## config.mk

```make
export PLATFORM = sky130hd
export DESIGN_NAME = mbba_ctrl
export DESIGN_NICKNAME = d
export VERILOG_FILES = /design/src/hdl/mbba_pkg.sv /design/src/hdl/mbba_ctrl.sv
export SDC_FILE = /design/constraint.sdc
export NUM_CORES = 1
export LEC_CHECK = 0
export BUFFER_PORTS_ARGS = -buffer_cell sky130_fd_sc_hd__buf_4
export CAP_MARGIN = 20
export CORE_AREA = 5 5 42 44
export CTS_CLUSTER_DIAMETER = 60
export DETAILED_ROUTE_END_ITERATION = 8
export DIE_AREA = 0 0 47 49
export HOLD_SLACK_MARGIN = 0.03
export PLACE_DENSITY = 0.65
export SKIP_CTS_REPAIR_TIMING = 1
export SYNTH_ARGS = -nofsm -noshare
export SYNTH_HDL_FRONTEND = slang
export SYNTH_SLANG_ARGS = --single-unit
```

## constraint.sdc

```tcl
create_clock -name clock -period 3.5 [get_ports clock]
set_input_delay 1.05 -clock clock [delete_from_list [all_inputs] [get_ports clock]]
set_output_delay 1.05 -clock clock [all_outputs]
set_load 0.02 [all_outputs]
```

## src/hdl/mbba_pkg.sv

```systemverilog
// ----------------------------------------------------------------------------
// mbba_pkg
// Shared types for the multi-store bitmap block allocator: result codes,
// controller states and the command/status bundles between control and data.
// ----------------------------------------------------------------------------
package mbba_pkg;

   typedef enum logic [1:0] {
      STAT_OK           = 2'd0,
      STAT_FULL         = 2'd1,
      STAT_ALREADY_FREE = 2'd2
   } status_type;

   typedef enum logic [3:0] {
      ST_CLEAR,
      ST_IDLE,
      ST_SELECT,
      ST_DECIDE,
      ST_SCAN_FIRST,
      ST_SCAN,
      ST_FREE_READ,
      ST_FREE_CHECK,
      ST_FINISH
   } state_type;

   typedef struct packed {
      logic       clr_wr;       // write all-ones word, advance clear pointer
      logic       take_req;     // latch request, start store selection
      logic       sel_step;     // compare one store count against the best
      logic       scan_init;    // point the scan at the chosen store
      logic       scan_step;    // read one map word, advance scan pointer
      logic       alloc_commit; // clear lowest free bit, decrement count
      logic       free_read;    // read the map word of the release target
      logic       free_commit;  // set the bit, increment count
      logic       res_set;      // load result staging
      status_type res_code;
      logic       rsp_load;     // move staging into the output register
   } cmd_type;

   typedef struct packed {
      logic clr_last;
      logic sel_last;
      logic best_zero;
      logic word_hit;
      logic free_oob;
      logic bit_free;
      logic rsp_busy;
   } sts_type;

endpackage

```

## src/hdl/mbba_ctrl.sv

```systemverilog
// ----------------------------------------------------------------------------
// mbba_ctrl
// Sequencer for the allocator: clearing pass, store selection, map scan,
// free check and result handoff.
// ----------------------------------------------------------------------------
module mbba_ctrl
   import mbba_pkg::*;
(
   input  logic    clock,
   input  logic    reset,
   input  logic    req_valid,
   input  logic    req_mode,
   output logic    req_ready,
   input  sts_type sts,
   output cmd_type cmd
);

   state_type state_ff;
   state_type state_in;

   always_ff @(posedge clock) begin
      if (reset) begin
         state_ff <= ST_CLEAR;
      end else begin
         state_ff <= state_in;
      end
   end

   always_comb begin
      state_in  = state_ff;
      cmd       = '0;
      req_ready = 1'b0;
      case (state_ff)
         ST_CLEAR: begin
            cmd.clr_wr = 1'b1;
            if (sts.clr_last) begin
               state_in = ST_IDLE;
            end
         end
         ST_IDLE: begin
            req_ready = 1'b1;
            if (req_valid) begin
               cmd.take_req = 1'b1;
               state_in     = req_mode ? ST_FREE_READ : ST_SELECT;
            end
         end
         ST_SELECT: begin
            cmd.sel_step = 1'b1;
            if (sts.sel_last) begin
               state_in = ST_DECIDE;
            end
         end
         ST_DECIDE: begin
            if (sts.best_zero) begin
               cmd.res_set  = 1'b1;
               cmd.res_code = STAT_FULL;
               state_in     = ST_FINISH;
            end else begin
               cmd.scan_init = 1'b1;
               state_in      = ST_SCAN_FIRST;
            end
         end
         ST_SCAN_FIRST: begin
            cmd.scan_step = 1'b1;
            state_in      = ST_SCAN;
         end
         ST_SCAN: begin
            if (sts.word_hit) begin
               cmd.alloc_commit = 1'b1;
               cmd.res_set      = 1'b1;
               cmd.res_code     = STAT_OK;
               state_in         = ST_FINISH;
            end else begin
               cmd.scan_step = 1'b1;
            end
         end
         ST_FREE_READ: begin
            if (sts.free_oob) begin
               cmd.res_set  = 1'b1;
               cmd.res_code = STAT_ALREADY_FREE;
               state_in     = ST_FINISH;
            end else begin
               cmd.free_read = 1'b1;
               state_in      = ST_FREE_CHECK;
            end
         end
         ST_FREE_CHECK: begin
            cmd.res_set = 1'b1;
            if (sts.bit_free) begin
               cmd.res_code = STAT_ALREADY_FREE;
            end else begin
               cmd.free_commit = 1'b1;
               cmd.res_code    = STAT_OK;
            end
            state_in = ST_FINISH;
         end
         ST_FINISH: begin
            // hold until the output register is free
            if (!sts.rsp_busy) begin
               cmd.rsp_load = 1'b1;
               state_in     = ST_IDLE;
            end
         end
         default: begin
            state_in = ST_IDLE;
         end
      endcase
   end

endmodule

```

==> results of run 1 <==
## cells in the mapped netlist
cell type / count
a21oi_1: 3
o22ai_1: 1
or2b_1: 1
and3_1: 3
o21ai_0: 1
a211o_1: 1
nor2b_1: 2
mux2i_1: 2
and4_1: 1
nor3b_2: 1
nor2_1: 9
nand2_1: 7
o311ai_4: 1
a31oi_1: 1
o32ai_1: 1
nor3_1: 4
nand3b_1: 2
buf_2: 2
a2111oi_4: 1
buf_4: 1
nand2b_1: 1
or2_1: 1
a21boi_1: 1
nand3_1: 1
buf_6: 1
dfxtp_1: 4
inv_1: 2
and3b_4: 1
a22oi_1: 1
a2bb2oi_1: 1
o21ai_4: 1
o31a_1: 1
## how the worst max path moves through the flow
| stage | slack, ns | cells past startpoint | end |
|---|---|---|---|
| 6_report | 0.63 | 6 | cmd[3] |
| 5_1_grt | 0.51 | 6 | cmd[3] |
| 4_1_cts | 0.63 | 6 | cmd[3] |
| 3_5_place_dp | 0.63 | 6 | cmd[3] |
| 3_3_place_gp | 0.63 | 6 | cmd[3] |
| 2_1_floorplan | 0.90 | 3 | cmd[3] |
## area by class of cell
type | instances | area [um^2]
well taps | 16 | 20.0
fillers | 154 | 741
flip-flops and latches | 4 | 80.1
multi-input cells | 51 | 358
clock buffers | 3 | 22.5
inverters | 2 | 7.51
repair buffers | 23 | 173
## cell families (layout without fill, tap and decap cells)
logic type,count (synthesis),after routing,synth area share (%)
buffers and inverters,6,28,7.65
muxes,2,2,4.22
DFF,4,4,16.9
and+or+nand+nor,34,34,39.1
AOI/OAI and AO/OA,15,15,32.2
## metal layers
layer / global-route usage (%) / up-vias
li1: - / 266
met5: 0 / -
met2: 17.4 / 11
met4: 8.29 / 0
met3: 1.48 / 0
met1: 13.6 / 230
## stage by stage
| step | hold slack, ns | std cells | area (um^2) | utilization [%] | power (uW) |
|---|---|---|---|---|---|
| 6_report | 0.681 | 99 | 661 | 47.1 | 344 |
| 3_5_place_dp | 0.669 | 96 | 638 | 45.5 | 289 |
| 3_3_place_gp | 0.669 | 96 | 638 | 45.5 | 290 |
| 2_1_floorplan | 0.541 | 61 | 474 | - | 232 |
| 5_1_grt | 0.718 | 99 | 661 | 47.1 | 367 |
| 4_1_cts | 0.675 | 99 | 661 | 47.1 | 348 |
## worst max-delay path, cell delays in order
cell      delay (ns)
buf_4           0.13
o21ai_0         0.14
nand2_1         0.06
a21boi_1        0.20
nor2_1          0.06
buf_4           0.17
## power breakdown
part           switching [uW]  internal, uW
Clock                    17.4          38.2
Sequential               29.8          54.9
Combinational             109          95.3
==> results.json, run 1 <==
{
  "grt_pass1_vias": 469,
  "synth_top_cell_by_area": "dfxtp_1",
  "drt-initial-drc-count": 3,
  "worst_ep_required_time_ns": 2.45,
  "first_pass_iters": 4,
  "min_path_type": "flop to flop",
  "regMostFlops": "state_ff",
  "setup_viol": 0,
  "hpwlAfterDp_um": 947,
  "worst-path-max-fanout": 6,
  "final_nets": 96,
  "rsz0062_at_grt": "no",
  "ys_ff_latch": 4,
  "met1Wirelength_um": 551,
  "row_count": 14,
  "top_layer_used": "met3",
  "antenna_found_initial": 0,
  "synthTopCellsByArea": "dfxtp_1 17%, nor2_1 7.1%, a2111oi_4 5.8%, nand2_1 5.5%, o311ai_4 5.5%",
  "wl_um": 1220,
  "worstPathArrival_ns": 1.82,
  "gp_congestion": 0.769,
  "cts_made_buffers": 3,
  "path_class": "input port to output pin",
  "worstMarginPinSlew_ns": 0.493,
  "grt_first_pass_wirelength_um": 1920,
  "maxSlewHeadroom_pct": 67.1,
  "dpl_worst_slack_ns": 0.632,
  "clockRootBuffer": "clkbuf_4",
  "yosysWarnings": 0,
  "dieHeight_um": 49,
  "hold_viol": 0,
  "synth_top_cell_area_share_pct": 16.9,
  "outcome": "complete, no violations",
  "largest_reg_flops": 4,
  "min_path_cells": 1,
  "dr_total_vias": 507,
  "port-buffer-count": 23,
  "track_usage_pct": 11.3,
  "fmax_ghz": 0.349,
  "antenna_left": 0,
  "die_w_um": 47,
  "setup_ws_ns": 0.632,
  "ys_seq_area_share_pct": 16.9,
  "fp.coreArea_mm2": 0.00140,
  "powerDensity_mw_per_mm2": 521,
  "peakVddDrop_mv": 0.184,
  "wl_per_cell_um": 12.3,
  "min_from": "state_ff[3]",
  "rr_startpoint": "state_ff[0]",
  "setup.worst_path.end_class": "output pin",
  "syn_nets": 72,
  "syn_inst": 61,
  "grt-ovfl-total": 0,
  "syn_to_final_growth_pct": 39.3,
  "synth_area_um2": 474,
  "viasPerCell": 5.12,
  "met3WireLength_um": 44,
  "final_cell_mix": "23 x buf_4, 9 x nor2_1, 7 x nand2_1",
  "reg.largest.list": "state_ff: 4 flops",
  "drive_gt1_share_pct": 37.3,
  "clk_latency_ns": 0.23,
  "p_leak_uw": 0.000307,
  "fin_tns_setup_ns": 0,
  "die-area_mm2": 0.00230,
  "syn_area_per_cell_um2": 7.77,
  "r2r_end": "state_ff[1]",
  "diodes": 0,
  "holdPathEnd": "state_ff[1]",
  "cp-start-kind": "input port",
  "clk_pin_slew_ns": 0.03,
  "slew_violations": 0,
  "layout_commonest_cell": "buf_4",
  "cp-startpoint": "sts[2]",
  "cts_tree": "built",
  "htreeDepth": 1,
  "cts_buffer_depth": 2,
  "fin_crit_sh_pct": 81.9,
  "finalCriticalPeriod_ns": 2.87,
  "grt_max_degree": 16,
  "synth_cell_types": 32,
  "drc": 0,
  "fin_skew_ns": 0.00234,
  "drv_cap": 0,
  "wl_met2_um": 626,
  "floorplan.initialDensity_pct": 33.8,
  "io_pins": 24,
  "r2r_slack_ns": 1.95,
  "clock-sinks": 4,
  "r2r_cells": 4
}
Power figures use the tool's default switching activity.
==> run 2: changes to the inputs <==
- PLACE_DENSITY: 0.65 -> 0.68
- clock period: 3.5 -> 2.3 ns (I/O delays scaled with it)
==> results.json, run 2 (synthesis gave the netlist of run 1 again) <==
{
  "outcome": "complete, no violations",
  "worstMarginPinSlew_ns": 0.437,
  "regMostFlops": "state_ff",
  "drive_gt1_share_pct": 39.8,
  "htreeDepth": 1,
  "syn_to_final_growth_pct": 39.8,
  "swShare_pct": 44.7,
  "final_nets": 96,
  "hold_viol": 0,
  "path_cells": "buf_4 > o21ai_0 > nand2_1 > a21boi_1 > nor2_1 > buf_4",
  "viasPerCell": 5.27,
  "grt-ovfl-total": 0,
  "antenna_found_initial": 0,
  "gp_congestion": 0.778,
  "drv_cap": 0,
  "fmax_ghz": 0.463,
  "clkPwrFrac_pct": 16.1,
  "cp_top_family": "compound AO/OA/AOI/OAI gates",
  "drt-initial-drc-count": 18,
  "fin_skew_ns": 0.000862,
  "p_leak_uw": 0.000308,
  "seq_power_share_pct": 25.2,
  "worstPathArrival_ns": 1.47,
  "hpwlAfterDp_um": 955,
  "largest_reg_flops": 4,
  "path_class": "input port to output pin",
  "reg.largest.list": "state_ff: 4 flops",
  "cp-start-kind": "input port",
  "final_cell_mix": "23 x buf_4, 9 x nor2_1, 7 x nand2_1",
  "fin_crit_sh_pct": 93.8,
  "grt_max_degree": 16,
  "cts_made_buffers": 3,
  "clock-sinks": 4,
  "clk_latency_ns": 0.23,
  "die-area_mm2": 0.00230,
  "netSwitchingPower_uw": 234,
  "fp.coreArea_mm2": 0.00140,
  "place_inst": 96,
  "port-buffer-count": 23,
  "setup.worst_path.end_class": "output pin",
  "setup_viol": 0,
  "powerDensity_mw_per_mm2": 789,
  "row_count": 14,
  "worst-path-max-fanout": 6,
  "layout_commonest_cell": "buf_4",
  "drc": 0,
  "critPathMaxStageDelay_ns": 0.21,
  "cts_buffer_depth": 2,
  "num-fill-cells": 145,
  "die_w_um": 47,
  "rsz0062_at_grt": "no",
  "grt_first_pass_wirelength_um": 2010,
  "worst_ep_required_time_ns": 1.61,
  "holdWs_ns": 0.658,
  "power.share.combinational_pct": 58.6,
  "utilization_pct": 47.3,
  "finalCriticalPeriod_ns": 2.16,
  "floorplan.initialDensity_pct": 33.8,
  "fin_tns_setup_ns": 0,
  "wl_um": 1210,
  "dr_total_vias": 522,
  "track_usage_pct": 11.5,
  "clk_pin_slew_ns": 0.04,
  "maxSlewHeadroom_pct": 70.8,
  "first_pass_iters": 4,
  "crit_top_cell": "buf_4",
  "peakVddDrop_mv": 0.292,
  "diodes": 0,
  "wl_per_cell_um": 12.2,
  "antenna_left": 0,
  "grt_pass1_vias": 500,
  "critPathBufInv": 2,
  "cp_slowest_cell": "a21boi_1",
  "final_cells": 99,
  "io_pins": 24,
  "dieHeight_um": 49,
  "cts_tree": "built",
  "p_int_uw": 289,
  "min_path_type": "input port to flop",
  "clockRootBuffer": "clkbuf_4",
  "slew_violations": 0,
  "power.total_uw": 523
}
==> run 2: cell counts in the layout (fill, tap and decap cells not counted) <==
Identical to the previous run, type by type.
==> run 2: layer usage <==
metal / routed length [um] / vias up / part of all wire (%) / global-route usage [%]
met3: 43 / 2 / 3.5 / 0
met5: 0 / - / 0 / 0
li1: - / 268 / - / -
met2: 666 / 12 / 55 / 18.1
met1: 495 / 240 / 41 / 14.9
met4: 7 / 0 / 0.58 / 6.91
==> run 2: path summary, 6_finish.rpt <==
check	start	to	slack, ns	cells after the start
worst min-delay path	reset	state_ff[1]	0.66	2
worst min register to register	state_ff[3]	state_ff[1]	0.67	1
worst max-delay path	sts[2]	cmd[3]	0.14	6
worst max register to register	state_ff[3]	state_ff[1]	0.81	4
==> run 2: metrics by stage <==
step	instance area (um^2)	setup WS, ns
floorplan	474	0.421
global placement	638	0.152
detailed placement	638	0.145
CTS	661	0.136
global route	663	0.0196
finish	663	0.142
==> run 2: area by class of cell <==
| class | count | area [um^2] | share of cell area [%] |
|---|---|---|---|
| inverters | 2 | 7.51 | 1.13 |
| flip-flops and latches | 4 | 82.6 | 12.5 |
| multi-input cells | 51 | 358 | 54.0 |
| well taps | 16 | 20.0 | 3.02 |
| repair buffers | 23 | 173 | 26.0 |
| clock buffers | 3 | 22.5 | 3.40 |
==> run 2: power by group through the flow <==
stage               clock [uW]  sequential [uW]  combinational (uW)
floorplan                    0             95.8                 257
global placement             0              130                 309
detailed placement           0              130                 308
CTS                       86.9              130                 310
global route              90.7              139                 331
finish                    84.4              132                 307
==> run 3: changes to the inputs <==
- PLACE_DENSITY: 0.68 -> 0.65
- clock period: 2.3 -> 2.1 ns (I/O delays scaled with it)
==> results.json, run 3 (synthesis gave the netlist of run 1 again) <==
{
  "worst-path-max-fanout": 15,
  "dr_total_vias": 509,
  "clk_pin_slew_ns": 0.04,
  "drv_cap": 0,
  "hpwlAfterDp_um": 947,
  "viasPerCell": 5.14,
  "p_leak_uw": 0.000309,
  "antenna_left": 0,
  "port-buffer-count": 23,
  "track_usage_pct": 11.3,
  "fmax_ghz": 0.496,
  "place_inst": 96,
  "regMostFlops": "state_ff",
  "die-area_mm2": 0.00230,
  "cts_buffer_depth": 2,
  "reg.largest.list": "state_ff: 4 flops",
  "maxSlewHeadroom_pct": 70.7,
  "grt-ovfl-total": 0,
  "utilization_pct": 47.7,
  "final_nets": 96,
  "fp.coreArea_mm2": 0.00140,
  "diodes": 0,
  "grt_first_pass_wirelength_um": 1920,
  "layout_commonest_cell": "buf_4",
  "worst_ep_required_time_ns": 1.47,
  "first_pass_iters": 4,
  "grt_max_degree": 16,
  "holdWs_ns": 0.601,
  "final_cell_mix": "23 x buf_4, 9 x nor2_1, 7 x nand2_1",
  "setup_viol": 0,
  "htreeDepth": 1,
  "setup.worst_path.end_class": "output pin",
  "drt-initial-drc-count": 4,
  "fin_skew_ns": 0.00268,
  "hold_viol": 0,
  "row_count": 14,
  "largest_reg_flops": 4,
  "path_class": "flop to output pin",
  "cts_tree": "built",
  "die_w_um": 47,
  "clock-sinks": 4,
  "drive_gt1_share_pct": 42.2,
  "path_cells": "nor2_1 > nand3b_1 > nor2_1 > buf_4",
  "crit_top_cell": "nor2_1",
  "rsz0062_at_grt": "no",
  "seq_area_um2": 83.8,
  "clockRootBuffer": "clkbuf_4",
  "outcome": "complete, no violations",
  "slew_violations": 0,
  "wl_um": 1220,
  "io_pins": 24,
  "wl_per_cell_um": 12.4,
  "finalCriticalPeriod_ns": 2.01,
  "powerDensity_mw_per_mm2": 868,
  "cp-start-kind": "flop",
  "syn_to_final_growth_pct": 40.9,
  "fin_crit_sh_pct": 95.9,
  "worstMarginPinSlew_ns": 0.438,
  "worstPathArrival_ns": 1.38,
  "final_cells": 99,
  "multiInputGateArea_um2": 362,
  "gp_congestion": 0.769,
  "peakVddDrop_mv": 0.298,
  "floorplan.initialDensity_pct": 33.8,
  "cts_made_buffers": 3,
  "min_path_type": "input port to flop",
  "critPathMaxStageDelay_ns": 0.39,
  "drc": 0,
  "cp_slowest_cell": "dfxtp_2",
  "power.total_uw": 580,
  "dieHeight_um": 49,
  "num-fill-cells": 152,
  "antenna_found_initial": 0,
  "grt_pass1_vias": 469,
  "clk_latency_ns": 0.23
}
-- run 3: cell counts in the layout (fill, tap and decap cells not counted) --
Identical to the previous run, type by type.
-- run 3: per-layer routing --
| layer | part of all wire, % | up-vias | routed length (um) | track usage [%] |
|---|---|---|---|---|
| met5 | 0 | - | 0 | 0 |
| met4 | 0 | 0 | 0 | 8.29 |
| met3 | 3.6 | 0 | 44 | 1.48 |
| met2 | 51 | 11 | 629 | 17.4 |
| met1 | 45 | 232 | 550 | 13.6 |
| li1 | - | 266 | - | - |
-- run 3: worst paths after layout --
kind               start  cells past startpoint  slack, ns     endpoint
min reg2reg  state_ff[1]                      2       0.67  state_ff[0]
max reg2reg  state_ff[3]                      4       0.58  state_ff[1]
min                reset                      2       0.60  state_ff[1]
max          state_ff[0]                      4       0.09       cmd[0]
-- run 3: cell type report --
cell class	instances	area share, %
clock buffers	3	3.37
inverters	2	1.12
multi-input cells	51	54.1
repair buffers	23	25.8
well taps	16	3.00
flip-flops and latches	4	12.5
-- run 3: metrics by stage --
step                instance area (um^2)  setup TNS [ns]  worst slack (ns)
CTS                                  661        -0.00781          -0.00731
global route                         668               0          0.000559
detailed placement                   638               0            0.0719
floorplan                            474               0             0.281
global placement                     638               0            0.0714
finish                               668               0            0.0853
-- run 3: worst max-delay path, delay by kind of cell, from the launching register on --
family / cells / cell delay (ns)
buf+inv: 1 / 0.15
flops: 1 / 0.39
simple gates: 3 / 0.61
-- run 3: power by group --
group | internal, uW | total, uW | switching [uW]
clock | 63.7 | 92.8 | 29.1
combinational | 159 | 342 | 182
sequential | 94.8 | 145 | 50.7
total | 318 | 580 | 262
